## config.mk

```make
export PLATFORM = sky130hd
export DESIGN_NAME = can_rx_frame_queue
export DESIGN_NICKNAME = d
export VERILOG_FILES = /design/src/hdl/can_rxq_pkg.sv /design/src/hdl/can_rx_frame_queue.sv
export SDC_FILE = /design/constraint.sdc
export NUM_CORES = 2
export LEC_CHECK = 0
export BUFFER_PORTS_ARGS = -buffer_cell sky130_fd_sc_hd__buf_2
export CAP_MARGIN = 40
export CORE_MARGIN = 3
export CORE_UTILIZATION = 45
export DETAILED_ROUTE_END_ITERATION = 16
export SLEW_MARGIN = 40
export SYNTH_ARGS = -nofsm -noshare
export SYNTH_HDL_FRONTEND = slang
export SYNTH_SLANG_ARGS = --single-unit
```

## constraint.sdc

```tcl
create_clock -name clock -period 11.05 [get_ports clock]
set_input_delay 0.5525 -clock clock [delete_from_list [all_inputs] [get_ports clock]]
set_output_delay 0.5525 -clock clock [all_outputs]
set_load 0.1 [all_outputs]
```

## src/hdl/can_rxq_pkg.sv

```systemverilog
package can_rxq_pkg;

   localparam int unsigned QUEUE_DEPTH_DEF = 16;
   localparam logic [28:0] EXT_ID_MASK     = 29'h1FFF_FFFF;
   localparam logic [10:0] STD_ID_MASK     = 11'h7FF;
   localparam logic [3:0]  MAX_LENGTH      = 4'd8;
   localparam logic [15:0] COUNT_MAX       = 16'hFFFF;

   typedef enum logic [1:0] {
      ST_OK    = 2'd0,
      ST_EMPTY = 2'd1,
      ST_FULL  = 2'd2,
      ST_OFF   = 2'd3
   } status_type;

   localparam logic REQ_PUSH = 1'b0;
   localparam logic REQ_POP  = 1'b1;

   // stored header, 51 bits
   typedef struct packed {
      logic [15:0] timestamp;
      logic [3:0]  length;
      logic        remote;
      logic        extended;
      logic [28:0] id;
   } header_type;

   function automatic header_type decode_header(logic [31:0] id_word,
                                                logic [31:0] length_time_word);
      header_type h;
      h.extended  = id_word[2];
      h.remote    = id_word[1];
      h.id        = id_word[2] ? (id_word[31:3] & EXT_ID_MASK)
                               : {18'd0, id_word[31:21] & STD_ID_MASK};
      h.length    = (length_time_word[3:0] > MAX_LENGTH) ? MAX_LENGTH
                                                         : length_time_word[3:0];
      h.timestamp = length_time_word[31:16];
      return h;
   endfunction

endpackage

```

## src/hdl/can_rx_frame_queue.sv

```systemverilog
// can_rx_frame_queue: receive frame queue with decode on push
// result path: accepted request beat, middle stage (memory read), output register, result beat
// throughput: one request beat per cycle while results are taken; set by the single
//   memory port pair, one read or one write per item
// reset: synchronous, active high; clears pointers, fill count, overflow count and enable;
//   frame memories are not cleared, no clearing pass
module can_rx_frame_queue
   import can_rxq_pkg::*;
#(
   parameter int unsigned QUEUE_DEPTH = QUEUE_DEPTH_DEF
) (
   input  logic        clock,
   input  logic        reset,

   input  logic        req_valid,
   output logic        req_stall,
   input  logic        req_type,
   input  logic [31:0] req_id_word,
   input  logic [31:0] req_length_time_word,
   input  logic [31:0] req_data_low_word,
   input  logic [31:0] req_data_high_word,

   output logic        rsp_valid,
   input  logic        rsp_stall,
   output logic [1:0]  rsp_status,
   output logic [28:0] rsp_frame_id,
   output logic        rsp_frame_extended,
   output logic        rsp_frame_remote,
   output logic [3:0]  rsp_frame_length,
   output logic [15:0] rsp_frame_timestamp,
   output logic [31:0] rsp_frame_data_low,
   output logic [31:0] rsp_frame_data_high,
   output logic [4:0]  rsp_fill_level,
   output logic [15:0] rsp_overflow_count,

   input  logic        psel,
   input  logic        penable,
   input  logic        pwrite,
   input  logic [2:0]  paddr,
   input  logic [31:0] pwdata,
   output logic [31:0] prdata,
   output logic        pready
);

   localparam int unsigned PW = (QUEUE_DEPTH > 1) ? $clog2(QUEUE_DEPTH) : 1;
   localparam int unsigned CW = $clog2(QUEUE_DEPTH + 1);
   localparam logic [PW-1:0] PTR_LAST = PW'(QUEUE_DEPTH - 1);
   localparam logic [CW-1:0] CNT_FULL = CW'(QUEUE_DEPTH);

   // frame memories, one synchronous read port, one write port
   header_type  hdr_mem [QUEUE_DEPTH];
   logic [63:0] pay_mem [QUEUE_DEPTH];
   header_type  rd_hdr_ff;
   logic [63:0] rd_pay_ff;

   // queue state
   logic          enable_ff, enable_in;
   logic [PW-1:0] wr_ptr_ff, wr_ptr_in;
   logic [PW-1:0] rd_ptr_ff, rd_ptr_in;
   logic [CW-1:0] count_ff, count_in;
   logic [15:0]   dropped_ff, dropped_in;

   // middle stage: decided status, waiting on memory read data
   logic          mid_valid_ff, mid_valid_in;
   status_type    mid_status_ff, mid_status_in;
   logic          mid_pop_ff, mid_pop_in;
   logic [4:0]    mid_fill_ff, mid_fill_in;
   logic [15:0]   mid_ovf_ff, mid_ovf_in;

   // output register
   logic          out_valid_ff, out_valid_in;
   logic [1:0]    out_status_ff;
   header_type    out_hdr_ff;
   logic [63:0]   out_pay_ff;
   logic [4:0]    out_fill_ff;
   logic [15:0]   out_ovf_ff;

   logic          out_busy;
   logic          mid_move;
   logic          accept;
   logic          do_push;
   logic          do_pop;
   logic [CW+4:0] count_ext;
   header_type    push_hdr;

   // config port: single register, decoded on paddr[2] == 0 only (offsets 0 to 3), always ready
   assign pready    = 1'b1;
   assign prdata    = (paddr[2] == 1'b0) ? {31'd0, enable_ff} : 32'd0;
   assign enable_in = (psel && penable && pwrite && (paddr[2] == 1'b0)) ? pwdata[0]
                                                                        : enable_ff;

   // handshake: the middle stage drains whenever the output register is free
   assign out_busy  = out_valid_ff && rsp_stall;
   assign mid_move  = mid_valid_ff && !out_busy;
   assign req_stall = mid_valid_ff && out_busy;
   assign accept    = req_valid && !req_stall;

   assign push_hdr  = decode_header(req_id_word, req_length_time_word);

   // decide the item at accept time; pointers move right away so a
   // following beat sees the updated queue
   always_comb begin
      do_push       = 1'b0;
      do_pop        = 1'b0;
      wr_ptr_in     = wr_ptr_ff;
      rd_ptr_in     = rd_ptr_ff;
      count_in      = count_ff;
      dropped_in    = dropped_ff;
      mid_status_in = ST_OK;
      if (accept) begin
         priority if (!enable_ff) begin
            mid_status_in = ST_OFF;
         end else if (req_type == REQ_PUSH) begin
            if (count_ff >= CNT_FULL) begin
               mid_status_in = ST_FULL;
               if (dropped_ff != COUNT_MAX) begin
                  dropped_in = dropped_ff + 16'd1;
               end
            end else begin
               do_push   = 1'b1;
               wr_ptr_in = (wr_ptr_ff == PTR_LAST) ? '0 : wr_ptr_ff + PW'(1);
               count_in  = count_ff + CW'(1);
            end
         end else begin
            if (count_ff == '0) begin
               mid_status_in = ST_EMPTY;
            end else begin
               do_pop    = 1'b1;
               rd_ptr_in = (rd_ptr_ff == PTR_LAST) ? '0 : rd_ptr_ff + PW'(1);
               count_in  = count_ff - CW'(1);
            end
         end
      end
   end

   // fill level is the count masked to five bits
   assign count_ext   = {5'd0, count_in};
   assign mid_fill_in = count_ext[4:0];
   assign mid_ovf_in  = dropped_in;
   assign mid_pop_in  = do_pop;

   always_comb begin
      mid_valid_in = mid_valid_ff;
      if (accept) begin
         mid_valid_in = 1'b1;
      end else if (mid_move) begin
         mid_valid_in = 1'b0;
      end
   end

   always_comb begin
      out_valid_in = out_valid_ff;
      if (mid_move) begin
         out_valid_in = 1'b1;
      end else if (out_valid_ff && !rsp_stall) begin
         out_valid_in = 1'b0;
      end
   end

   // memories: write on push, read on pop; never both in one cycle
   always_ff @(posedge clock) begin
      if (do_push) begin
         hdr_mem[wr_ptr_ff] <= push_hdr;
         pay_mem[wr_ptr_ff] <= {req_data_high_word, req_data_low_word};
      end
      if (do_pop) begin
         rd_hdr_ff <= hdr_mem[rd_ptr_ff];
         rd_pay_ff <= pay_mem[rd_ptr_ff];
      end
   end

   // control state
   always_ff @(posedge clock) begin
      if (reset) begin
         enable_ff    <= 1'b0;
         wr_ptr_ff    <= '0;
         rd_ptr_ff    <= '0;
         count_ff     <= '0;
         dropped_ff   <= '0;
         mid_valid_ff <= 1'b0;
         out_valid_ff <= 1'b0;
      end else begin
         enable_ff    <= enable_in;
         wr_ptr_ff    <= wr_ptr_in;
         rd_ptr_ff    <= rd_ptr_in;
         count_ff     <= count_in;
         dropped_ff   <= dropped_in;
         mid_valid_ff <= mid_valid_in;
         out_valid_ff <= out_valid_in;
      end
   end

   // middle stage payload
   always_ff @(posedge clock) begin
      if (accept) begin
         mid_status_ff <= mid_status_in;
         mid_pop_ff    <= mid_pop_in;
         mid_fill_ff   <= mid_fill_in;
         mid_ovf_ff    <= mid_ovf_in;
      end
   end

   // output register; frame fields are zero unless a frame was popped
   always_ff @(posedge clock) begin
      if (mid_move) begin
         out_status_ff <= mid_status_ff;
         out_hdr_ff    <= mid_pop_ff ? rd_hdr_ff : '0;
         out_pay_ff    <= mid_pop_ff ? rd_pay_ff : 64'd0;
         out_fill_ff   <= mid_fill_ff;
         out_ovf_ff    <= mid_ovf_ff;
      end
   end

   assign rsp_valid           = out_valid_ff;
   assign rsp_status          = out_status_ff;
   assign rsp_frame_id        = out_hdr_ff.id;
   assign rsp_frame_extended  = out_hdr_ff.extended;
   assign rsp_frame_remote    = out_hdr_ff.remote;
   assign rsp_frame_length    = out_hdr_ff.length;
   assign rsp_frame_timestamp = out_hdr_ff.timestamp;
   assign rsp_frame_data_low  = out_pay_ff[31:0];
   assign rsp_frame_data_high = out_pay_ff[63:32];
   assign rsp_fill_level      = out_fill_ff;
   assign rsp_overflow_count  = out_ovf_ff;

endmodule

```

==> flow_metrics.tcl <==
set metrics [dict create \
    netlist_area_um2 81500 \
    p_leak_nw 28.6 \
    synthAdderAreaFrac_pct 0.138 \
    htreeDepth 4 \
    die_h_um 431 \
    synth_mux_area_share_pct 14.4 \
    required_ps 11520 \
    core.rowCount 155 \
    max-slew-margin-rel_pct 43.8 \
    postPlaceCellArea_um2 86100 \
    initial_core_util_pct 45.5 \
    clk_latency_ps 850 \
    gp_congestion 0.727 \
    cp-end-kind "flop" \
    synth.most_common_cell "edfxtp_1" \
    die_area_um2 186000 \
    grt.overflow.total 0 \
    fmax_mhz 268 \
    finalSetupTns_ps 0 \
    synth_top_family_by_area "multiplexers" \
    antenna_found_initial 37 \
    grt.met1_usage_pct 28.1 \
    worstSetupStartpointType "flop" \
    finalSetupViolCount 0 \
    use_met2_pct 32.0 \
    track_usage_pct 19.7 \
    yosysSeqAreaShare_pct 78.8 \
    dr.pass1.iters 5 \
    synth_xor_area_share_pct 0.0753 \
    worst_slew_pin_slew_ps 843 \
    finalInstanceArea_um2 93000 \
    worstPathArrival_ps 4200 \
    clock_skew_ps 35.9 \
    hpwlAfterDp_mm 90.7 \
    finalCriticalPeriod_ps 3740 \
    syn_avg_cell_area_um2 22.2 \
    cts-buffers-inserted 216 \
    synth_top_cell_by_area "edfxtp_1" \
    ir_drop_v 0.000134 \
    synth-compound-area-share_pct 2.20 \
    rsz0062_at_grt "no" \
    outcome "finished clean" \
    ys_types 58 \
    wl_per_cell_um 27.8 \
    grt_max_degree 121 \
    slew_violations 0 \
    globalRoute.busiestLayer "met2" \
    vias_per_cell 5.65 \
    drc 0 \
    grt_use_met3_pct 3.14 \
    drt-initial-drc-count 3332 \
    regArea_um2 64200 \
    grt_pass1_wl_mm 266 \
    vias 37316 \
    fillCellCount 14022 \
    synth_top_area_share_pct 78.0 \
    clk_pin_slew_ps 60 \
    syn_to_final_growth_pct 14.1 \
    multi_input_area_um2 16300 \
    critical_path_class "reg -> reg" \
    fin_crit_sh_pct 33.8 \
    pin_count 344 \
    postCtsSetupBuffers 0 \
    nets 4233 \
    yosysWarnings 0 \
    port_buffers 265 \
    synth-edff-count 2117 \
    die_x_um 431 \
    ant_nets 0 \
    synth_seq_cells 2149 \
    root_buffer "clkbuf_16" \
    cts_buffer_depth 3 \
    power.density_nw_per_um2 176 \
    synth_ff_type "edfxtp_1" \
    drt_wl_total_mm 183 \
    synth_cells 3675 \
    cap_violations 0 \
    synthTopCellsByCount "edfxtp_1, mux4_2, a21oi_1, and2_1, nor2b_1" \
    coreArea_um2 179000 \
    netlist_top_cells_area "edfxtp_1, mux4_2, mux2i_1, a211oi_1, and2_1" \
    drive_above_1_share_pct 27.0 \
    synthSimpleGateAreaFrac_pct 2.88 \
    hold_viol 0 \
    cts_tree "yes" \
    cts_sinks 2149 \
    path_max_fanout 42 \
    grt_pass1_vias 38427 \
    synthArstFlopShare_pct 0 \
    hold_class "in -> reg" \
]
[worst paths after layout]
path,startpoint,to,slack (ps),depth (start not counted)
worst max register to register,enable_ff,hdr_mem[13][20],7310,6
worst max-delay path,enable_ff,hdr_mem[13][20],7310,6
worst min-delay path,req_data_high_word[12],pay_mem[13][44],80,1
worst min register to register,mid_ovf_ff[8],rsp_overflow_count[8],420,0
[power by group]
group	switching, mW	total (mW)	internal (mW)	leakage [nW]
logic	0.339	0.386	0.0467	5.85
registers	0.0112	8.98	8.97	19.4
clock network	3.05	6.96	3.91	3.27
[stage by stage]
stage | util [%] | cells | setup slack, ps | power (mW) | hold slack (ps)
floorplan | - | 3705 | 956 | 9.41 | 400
global placement | 47.7 | 6163 | 6720 | 9.54 | 401
detailed placement | 48.0 | 6182 | 6930 | 9.55 | 405
CTS | 51.8 | 6589 | 7200 | 16.5 | 0.0882
global route | 51.9 | 6597 | 6960 | 16.8 | 42.8
finish | 51.9 | 6600 | 7310 | 16.3 | 77.5
[sequential cells by signal (all words and copies together), names as in the netlist, 2 cells and up]
| register | cells |
|---|---|
| dropped_ff | 16 |
| rd_hdr_ff | 51 |
| mid_fill_ff | 5 |
| rsp_frame_timestamp | 16 |
| rsp_overflow_count | 16 |
| out_pay_ff | 64 |
| hdr_mem | 816 |
| rsp_status | 2 |
| pay_mem | 1024 |
| rsp_frame_id | 29 |
| mid_ovf_ff | 16 |
| rsp_fill_level | 5 |
| rd_pay_ff | 64 |
| rsp_frame_length | 4 |
| wr_ptr_ff | 4 |
| mid_status_ff | 2 |
| count_ff | 5 |
| rd_ptr_ff | 4 |
[layout by cell type (no fill, tap or decap), drive strengths merged, types with 3 or more instances in the layout]
| cell | n |
|---|---|
| or4 | 4 |
| nor2 | 42 |
| dfxtp | 32 |
| a21oi | 136 |
| buf | 353 |
| inv | 20 |
| nand4 | 12 |
| and2 | 136 |
| o21ai | 3 |
| dlygate4sd3 | 5 |
| conb | 32 |
| nor3 | 10 |
| edfxtp | 2117 |
| nand2b | 5 |
| nor2b | 127 |
| bufinv | 12 |
| a31oi | 4 |
| diode | 8 |
| clkinvlp | 5 |
| mux2i | 120 |
| xor2 | 5 |
| ha | 9 |
| nand2 | 23 |
| mux4 | 460 |
| clkbuf | 272 |
| nand3b | 3 |
| nor4 | 7 |
| clkinv | 103 |
| a41oi | 3 |
| a211oi | 117 |
| o31ai | 5 |
| mux2 | 18 |
| nand3 | 8 |
[what timing repair did]
item,4_1_cts,5_1_grt
gates resized for setup,0,0
hold endpoints to repair,16,0
hold buffers,5,0
[critical path: stages (launching register included)]
cell	delay, ps
dfxtp_1	490
and4bb_4	330
and2_1	240
nand2_1	250
nor2_4	700
buf_4	680
buf_6	620
[logic make-up after synthesis]
kind of cell             Yosys count
buffers and inverters            238
AO/OA/AOI/OAI                    282
adder cells (fa/ha/maj)            9
flip-flops                      2149
AND/OR/NAND/NOR                  390
other                              2
multiplexers                     598
XOR/XNOR                           7
[per-layer routing]
layer / vias up / wire length [um]
li1: 16018 / -
met1: 19989 / 80900
met2: 1019 / 89100
met3: 282 / 9220
met4: 8 / 3950
met5: - / 53
[layout make-up]
type / instances / share of cell area [%]
tap: 2355 / 3.17
multi-input combinational: 1318 / 17.6
inverter: 10 / 0.0404
timing repair buffer: 358 / 2.86
antenna: 8 / 0.0215
sequential: 2149 / 69.1
clock buffer: 272 / 6.08
clock inverter: 130 / 1.19
Power figures use the tool's default switching activity.
